**config.mk**
```make
export PLATFORM = sky130hd
export DESIGN_NAME = kst_sel_front
export DESIGN_NICKNAME = d
export VERILOG_FILES = /design/src/rtl/core/kst_sel_pkg.sv /design/src/rtl/core/kst_sel_front.sv
export SDC_FILE = /design/constraint.sdc
export NUM_CORES = 1
export LEC_CHECK = 0
export ABC_AREA = 1
export BUFFER_PORTS_ARGS = -buffer_cell sky130_fd_sc_hd__buf_2
export CAP_MARGIN = 20
export CELL_PAD_IN_SITES_DETAIL_PLACEMENT = 1
export CELL_PAD_IN_SITES_GLOBAL_PLACEMENT = 1
export CORE_MARGIN = 2
export CORE_UTILIZATION = 51
export CTS_CLUSTER_DIAMETER = 150
export DETAILED_ROUTE_END_ITERATION = 16
export PLACE_DENSITY_LB_ADDON = 0.3
export SYNTH_ARGS = -nofsm -noshare
export SYNTH_HDL_FRONTEND = slang
export SYNTH_SLANG_ARGS = --single-unit
```
**constraint.sdc**
```tcl
create_clock -name aclk -period 8.5 [get_ports aclk]
set_clock_uncertainty 0.15 [all_clocks]
set_input_delay 0.425 -clock aclk [delete_from_list [all_inputs] [get_ports aclk]]
set_output_delay 0.425 -clock aclk [all_outputs]
set_load 0.005 [all_outputs]
```
**src/rtl/core/kst_sel_pkg.sv**
```systemverilog
// Package for the spanning tree edge selector.
// Holds payload structs, queue entry type and sizing constants.
// No dependencies.
`timescale 1ns / 1ps

package kst_sel_pkg;

    localparam int MAX_NODES   = 64;
    localparam int MAX_EDGES   = 256;
    localparam int NODE_W      = $clog2(MAX_NODES);
    localparam int EDGE_W      = $clog2(MAX_EDGES);
    localparam int TOTAL_W     = EDGE_W + 1;
    localparam int QUEUE_DEPTH = 4;
    localparam int QPTR_W      = $clog2(QUEUE_DEPTH);
    localparam int KEY_W       = 16 + 32 + EDGE_W;

    typedef struct packed {
        logic [6:0]         from_node;
        logic [6:0]         to_node;
        logic [15:0]        effort;
        logic signed [31:0] pay;
        logic               last_edge;
    } in_item_t;

    typedef struct packed {
        logic [8:0] edge_index;
        logic       last_result;
        logic       edges_dropped;
    } out_item_t;

    typedef struct packed {
        in_item_t item;
        logic     dead;
    } queue_entry_t;

endpackage

```
**src/rtl/core/kst_sel_front.sv**
```systemverilog
// Front end of the edge selector: accepts input beats and queues them.
// Marks edges that can never join the tree. Depends on kst_sel_pkg.
`timescale 1ns / 1ps

module kst_sel_front (
    input  logic                       aclk,
    input  logic                       aresetn,
    input  logic                       s_valid,
    output logic                       s_ready,
    input  kst_sel_pkg::in_item_t      s_data,
    output logic                       q_valid,
    input  logic                       q_ready,
    output kst_sel_pkg::queue_entry_t  q_data
);
    import kst_sel_pkg::*;

    queue_entry_t          queue_mem [QUEUE_DEPTH];
    logic [QPTR_W-1:0]     wr_ptr_reg;
    logic [QPTR_W-1:0]     rd_ptr_reg;
    logic [QPTR_W:0]       count_reg;
    logic                  push;
    logic                  pop;
    queue_entry_t          entry;

    assign s_ready = (count_reg != (QPTR_W+1)'(QUEUE_DEPTH));
    assign q_valid = (count_reg != '0);
    assign q_data  = queue_mem[rd_ptr_reg];
    assign push    = s_valid && s_ready;
    assign pop     = q_valid && q_ready;

    always_comb begin
        entry.item = s_data;
        entry.dead = (s_data.from_node == s_data.to_node) || (s_data.from_node == 7'd0)
                     || (s_data.to_node == 7'd0);
    end

    always_ff @(posedge aclk) begin
        if (push) begin
            queue_mem[wr_ptr_reg] <= entry;
        end
    end

    always_ff @(posedge aclk) begin
        if (!aresetn) begin
            wr_ptr_reg <= '0;
            rd_ptr_reg <= '0;
            count_reg  <= '0;
        end else begin
            if (push) begin
                wr_ptr_reg <= wr_ptr_reg + 1'b1;
            end
            if (pop) begin
                rd_ptr_reg <= rd_ptr_reg + 1'b1;
            end
            if (push && !pop) begin
                count_reg <= count_reg + 1'b1;
            end else if (pop && !push) begin
                count_reg <= count_reg - 1'b1;
            end
        end
    end

    a_count_bound: assert property (@(posedge aclk) disable iff (!aresetn)
        count_reg <= (QPTR_W+1)'(QUEUE_DEPTH))
        else $error("queue count above depth");
    a_no_push_full: assert property (@(posedge aclk) disable iff (!aresetn)
        (count_reg == (QPTR_W+1)'(QUEUE_DEPTH)) && !pop |=> count_reg == $past(count_reg))
        else $error("queue grew while full");
    a_pop_drains: assert property (@(posedge aclk) disable iff (!aresetn)
        pop && !push |=> count_reg == $past(count_reg) - 1'b1)
        else $error("pop did not drain queue");

endmodule

```
---- Yosys cells after proc, flatten, opt, wreduce, memory -nomap -nowiden ----
Memories as Yosys holds them, arrays and structs flattened. A register that Yosys moved wholly into a read port is not among the register bits.
Index checks and enable logic that the tools add are counted.
storage, ports and cells
  bits in registers ....................... 7
  bits in writable memories ............... 256
  input bits .............................. 67
  output and inout bits ................... 66
  logic and storage cells ................. 28
  memories kept ........................... 1
memories
  memory     depth  bits a word  read ports  clocked after Yosys merged registers in  wr ports  line                 text
  queue_mem  4      64           1           1                                        1         kst_sel_front.sv:17  queue_entry_t queue_mem [QUEUE_DEPTH];
cells by class
  add/subtract/negate cells ............... 4
  eq/ne operators ......................... 2
  mux-type cells .......................... 6
  reduce and logical (&&, ||, !) cells .... 12
operator list
  operator                                          count
  logical NOT 7 bit                                 2
  equality test 7 bit                               1
  two-way mux 3 bit                                 2
  adder 2 x 1 -> 2 bit, second input constant       2
  logical AND 1 bit                                 4
  two-way mux 2 bit                                 2
  adder 3 x 1 -> 3 bit, second input constant       1
  inequality test 3 bit, second input constant      1
  nonzero test 3 bit                                1
  subtractor 3 x 1 -> 3 bit, second input constant  1
  logical NOT 1 bit                                 2
  logical OR 1 bit                                  2
  two-way mux 1 bit                                 2
  nonzero test 2 bit                                1

---- Depth between registers and ports, before layout ----
  depth in word-level cells ............... 6
  mapped depth ............................ 13
  mapped depth without buffers ............ 13

---- Worst setup path after synthesis ----
No wires, ideal clock.
  path kind ............................... reg2reg
  from .................................... reg count_reg[0]
  to ...................................... mem queue_mem[0][0] in the netlist's numbering, enable pin
  library setup time ...................... 0.486 ns
  arrival ................................. 3.352 ns
  required time ........................... 7.864 ns
  path slack .............................. 4.512 ns
  stages on the path, launching flop included .. 5
  buffers on the path ..................... 0
  period minus slack after synthesis ...... 3.988 ns
  cells stage by stage .................... dfxtp_1 -> inv_1 -> nand3_1 -> nand2_1 -> nor2_1
on the way
  word-level cells in the longest chain between the ends .. 4
RTL lines
  item                                     line                 text
  from (decl)                              kst_sel_front.sv:20  logic [QPTR_W:0] count_reg;
  from (signal assigned)                   kst_sel_front.sv:56  count_reg <= count_reg + 1'b1;
  from (signal assigned)                   kst_sel_front.sv:58  count_reg <= count_reg - 1'b1;
  inequality test 3 bit                    kst_sel_front.sv:25  assign s_ready = (count_reg != (QPTR_W+1)'(QUEUE_DEPTH));
  via s_ready                              kst_sel_front.sv:9   output logic s_ready,
  logical AND 1 bit                        kst_sel_front.sv:28  assign push = s_valid && s_ready;
  two-way mux 1 bit                        kst_sel_front.sv:38  if (push) begin
  two-way mux 1 bit (implied by the code)  kst_sel_front.sv:39  queue_mem[wr_ptr_reg] <= entry;
  to (decl)                                kst_sel_front.sv:17
The timed path passes the listed nets, and every way through them passes these cells.

==> flow_metrics.py <==
metrics = {
    "pwr": {
        "combPwrFrac_pct": 21.2,
        "peakVddDrop_mv": 0.161,
        "p_leak_uw": 0.00445,
        "seqPwrFrac_pct": 44.5,
        "power_density_mw_per_mm2": 299,
        "p_sw_share_pct": 29.1,
        "p_sw_uw": 1080,
        "intPower_uw": 2630,
        "pwr-share-clk_pct": 34.4,
    },
    "critical_path": {
        "rr_startpoint": "count_reg[0]$_SDFFE_PN0P_",
        "cp.arrival_ns": 2.95,
        "end_kind": "output port",
        "cp_max_fo": 65,
        "worstSetupEndpoint": "q_data[50]",
        "worst-r2r-cell-count": 9,
        "critPathRequiredTime_ns": 7.93,
        "reg2reg_to": "count_reg[1]$_SDFFE_PN0P_",
        "r2r_setup_slack_ns": 6.11,
        "critPathKind": "reg -> out",
        "startpoint_type": "register",
    },
    "route": {
        "wl_per_cell_um": 22.2,
        "drtIter0Drc": 392,
        "ant_nets": 0,
        "via_count": 6647,
        "drc": 0,
        "drt_pre_antenna_iters": 4,
        "avgViaCountPerCell": 5.60,
        "wirelength_mm": 26.4,
    },
    "min_path": {
        "hold_path_class": "in -> reg",
    },
    "die": {
        "core_mm2": 0.0195,
        "pin_count": 133,
        "rows": 51,
        "start_util_pct": 52.0,
        "die_h_um": 145,
        "die_w_um": 145,
        "die-area_mm2": 0.0210,
    },
    "global_routing": {
        "busiest_layer": "met2",
        "met1_usage_pct": 30.7,
        "antenna_found_initial": 1,
        "grt_pass1_vias": 7585,
        "grt_util_met3_pct": 4.28,
        "grt_overflow": 0,
        "grtUsageTotal_pct": 25.3,
        "grt_max_degree": 88,
        "grt_pass1_wl_mm": 41.5,
        "met2_usage_pct": 46.7,
    },
    "placement": {
        "pre_cts_ws_ns": 5.56,
        "dp_cells": 1083,
        "dp_hpwl_mm": 13.6,
        "io_buffer_count": 132,
        "gp_congestion": 0.761,
    },
    "synth": {
        "synth_area_mm2": 0.0101,
        "synth_area_per_cell_um2": 14.1,
        "yosysWarningCount": 0,
        "synth_cells": 719,
        "ys_seq_elements": 265,
        "synth_seq_area_share_pct": 77.7,
        "yosysUniqueCellTypes": 23,
        "syn-num-nets": 792,
    },
    "finish": {
        "layout_common_cells": "edfxtp_1 (256), nor2_1 (142), buf_2 (132)",
        "fillCellCount": 1882,
        "largest_register_ffs": 256,
        "final-seq-area_mm2": 0.00787,
        "stdcell_count": 1188,
        "multiInputGateArea_mm2": 0.00192,
        "nets": 973,
        "syn_to_final_growth_pct": 22.6,
        "drive_gt1_share_pct": 20.9,
        "final_common_cell": "edfxtp_1",
    },
    "status": {
        "status": "finished, final reports clean",
    },
    "clock_tree": {
        "cts.repair.resized": 0,
        "cts_root_buffer": "clkbuf_16",
        "numCtsBuffers": 28,
        "htreeDepth": 1,
        "clk_latency_ns": 0.53,
        "cts_tree": "built",
        "clk_pin_slew_worst_paths_ns": 0.06,
        "cts.sinks": 265,
        "cts_buffer_depth": 3,
    },
    "timing": {
        "final-setup-viol-count": 0,
        "max_freq_mhz": 284,
        "layout_min_cycle_time_ns": 3.53,
        "holdWs_ns": 0.0121,
        "rsz0062_at_grt": "no",
        "hold_viol": 0,
        "drv_slew": 0,
        "maxSlewHeadroom_pct": 31.6,
        "fin_ws_ns": 4.97,
        "worst_pin_slew_ns": 1.03,
        "post-route-period-util_pct": 41.5,
        "tns_ns": 0,
    },
    "flow_run": {
        "max_cap_viol_count": 0,
    },
}
## power groups by stage
stage | Clock [µW] | Sequential [µW] | Combinational (µW)
final | 1280 | 1650 | 787
after global routing | 1350 | 1660 | 866
after CTS | 1290 | 1650 | 791
after detailed placement | 0 | 1670 | 759
after global placement | 0 | 1660 | 720
after floorplan | 0 | 1650 | 473
## per-layer routing
metal  vias up  share of wire, %
li1       3039                 -
met1      3390                39
met2       187                54
met3        31               5.2
met4         0               1.5
met5         -                 0
## critical path: stages (launching register included)
cell     delay (ns)
dfxtp_4        0.48
inv_4          0.57
buf_4          0.70
nor2_1         0.14
o22ai_1        0.30
buf_2          0.18
## layout make-up
| cell class | instances | area share, % |
|---|---|---|
| well taps | 265 | 2.67 |
| clock inverters | 20 | 1.84 |
| clock buffers | 32 | 5.93 |
| diodes | 1 | 0.0201 |
| repair buffers | 192 | 9.99 |
| multi-input cells | 390 | 15.5 |
| inverters | 23 | 0.715 |
| flip-flops and latches | 265 | 63.4 |
## worst min path at each step
stage / to / cells after the start / start
after global routing: queue_mem[1][63]$_DFFE_PP_ / 1 / s_data[62]
after global placement: register / 2 / rd_ptr_reg[1]$_SDFFE_PN0P_
final: count_reg[2]$_SDFFE_PN0P_ / 3 / aresetn
after detailed placement: register / 2 / rd_ptr_reg[1]$_SDFFE_PN0P_
after CTS: queue_mem[2][51]$_DFFE_PP_ / 1 / s_data[50]
after floorplan: register / 2 / rd_ptr_reg[1]$_SDFFE_PN0P_
## per-stage QoR
| step | instance area, µm² | util, % | power (µW) |
|---|---|---|---|
| final | 12400 | 63.8 | 3710 |
| after global routing | 12400 | 63.8 | 3880 |
| after CTS | 12400 | 63.8 | 3730 |
| after detailed placement | 10900 | 56.2 | 2430 |
| after global placement | 10900 | 56.2 | 2380 |
| after floorplan | 10100 | - | 2130 |
## kinds of logic (layout without fill, tap and decap cells)
family,Yosys count,in the layout,synth area share (%)
xor+xnor,4,4,0.346
simple gates,178,178,6.72
other cells,0,1,0
buf+inv,64,267,3.67
fa+ha+maj,6,6,0.815
flops,265,265,77.7
compound gates,202,202,10.8
## timing repair
| action | 4_1_cts | 5_1_grt |
|---|---|---|
| buffers inserted | 0 | 0 |
| hold buffers | 52 | 0 |
| setup endpoints to repair | 0 | 0 |
| hold endpoints to repair | 205 | 0 |
## cell usage after synthesis
library cell / count / area share (%)
a21oi_1: 6 / 0.30
and2_1: 1 / 0.062
buf_2: 7 / 0.35
buf_4: 3 / 0.22
buf_6: 14 / 1.6
clkbuf_1: 14 / 0.52
clkbuf_2: 3 / 0.15
clkinv_1: 1 / 0.037
dfxtp_1: 9 / 1.8
edfxtp_1: 256 / 76
fa_1: 1 / 0.20
ha_1: 5 / 0.62
inv_1: 21 / 0.78
inv_4: 1 / 0.062
nand2_1: 25 / 0.93
nand3_1: 4 / 0.20
nand4_1: 2 / 0.12
nor2_1: 146 / 5.4
o21ai_0: 76 / 3.8
o21ai_1: 56 / 2.8
o22ai_1: 64 / 4.0
xnor2_1: 3 / 0.26
xor2_1: 1 / 0.086
No activity file was read; power rests on OpenSTA's default activity.
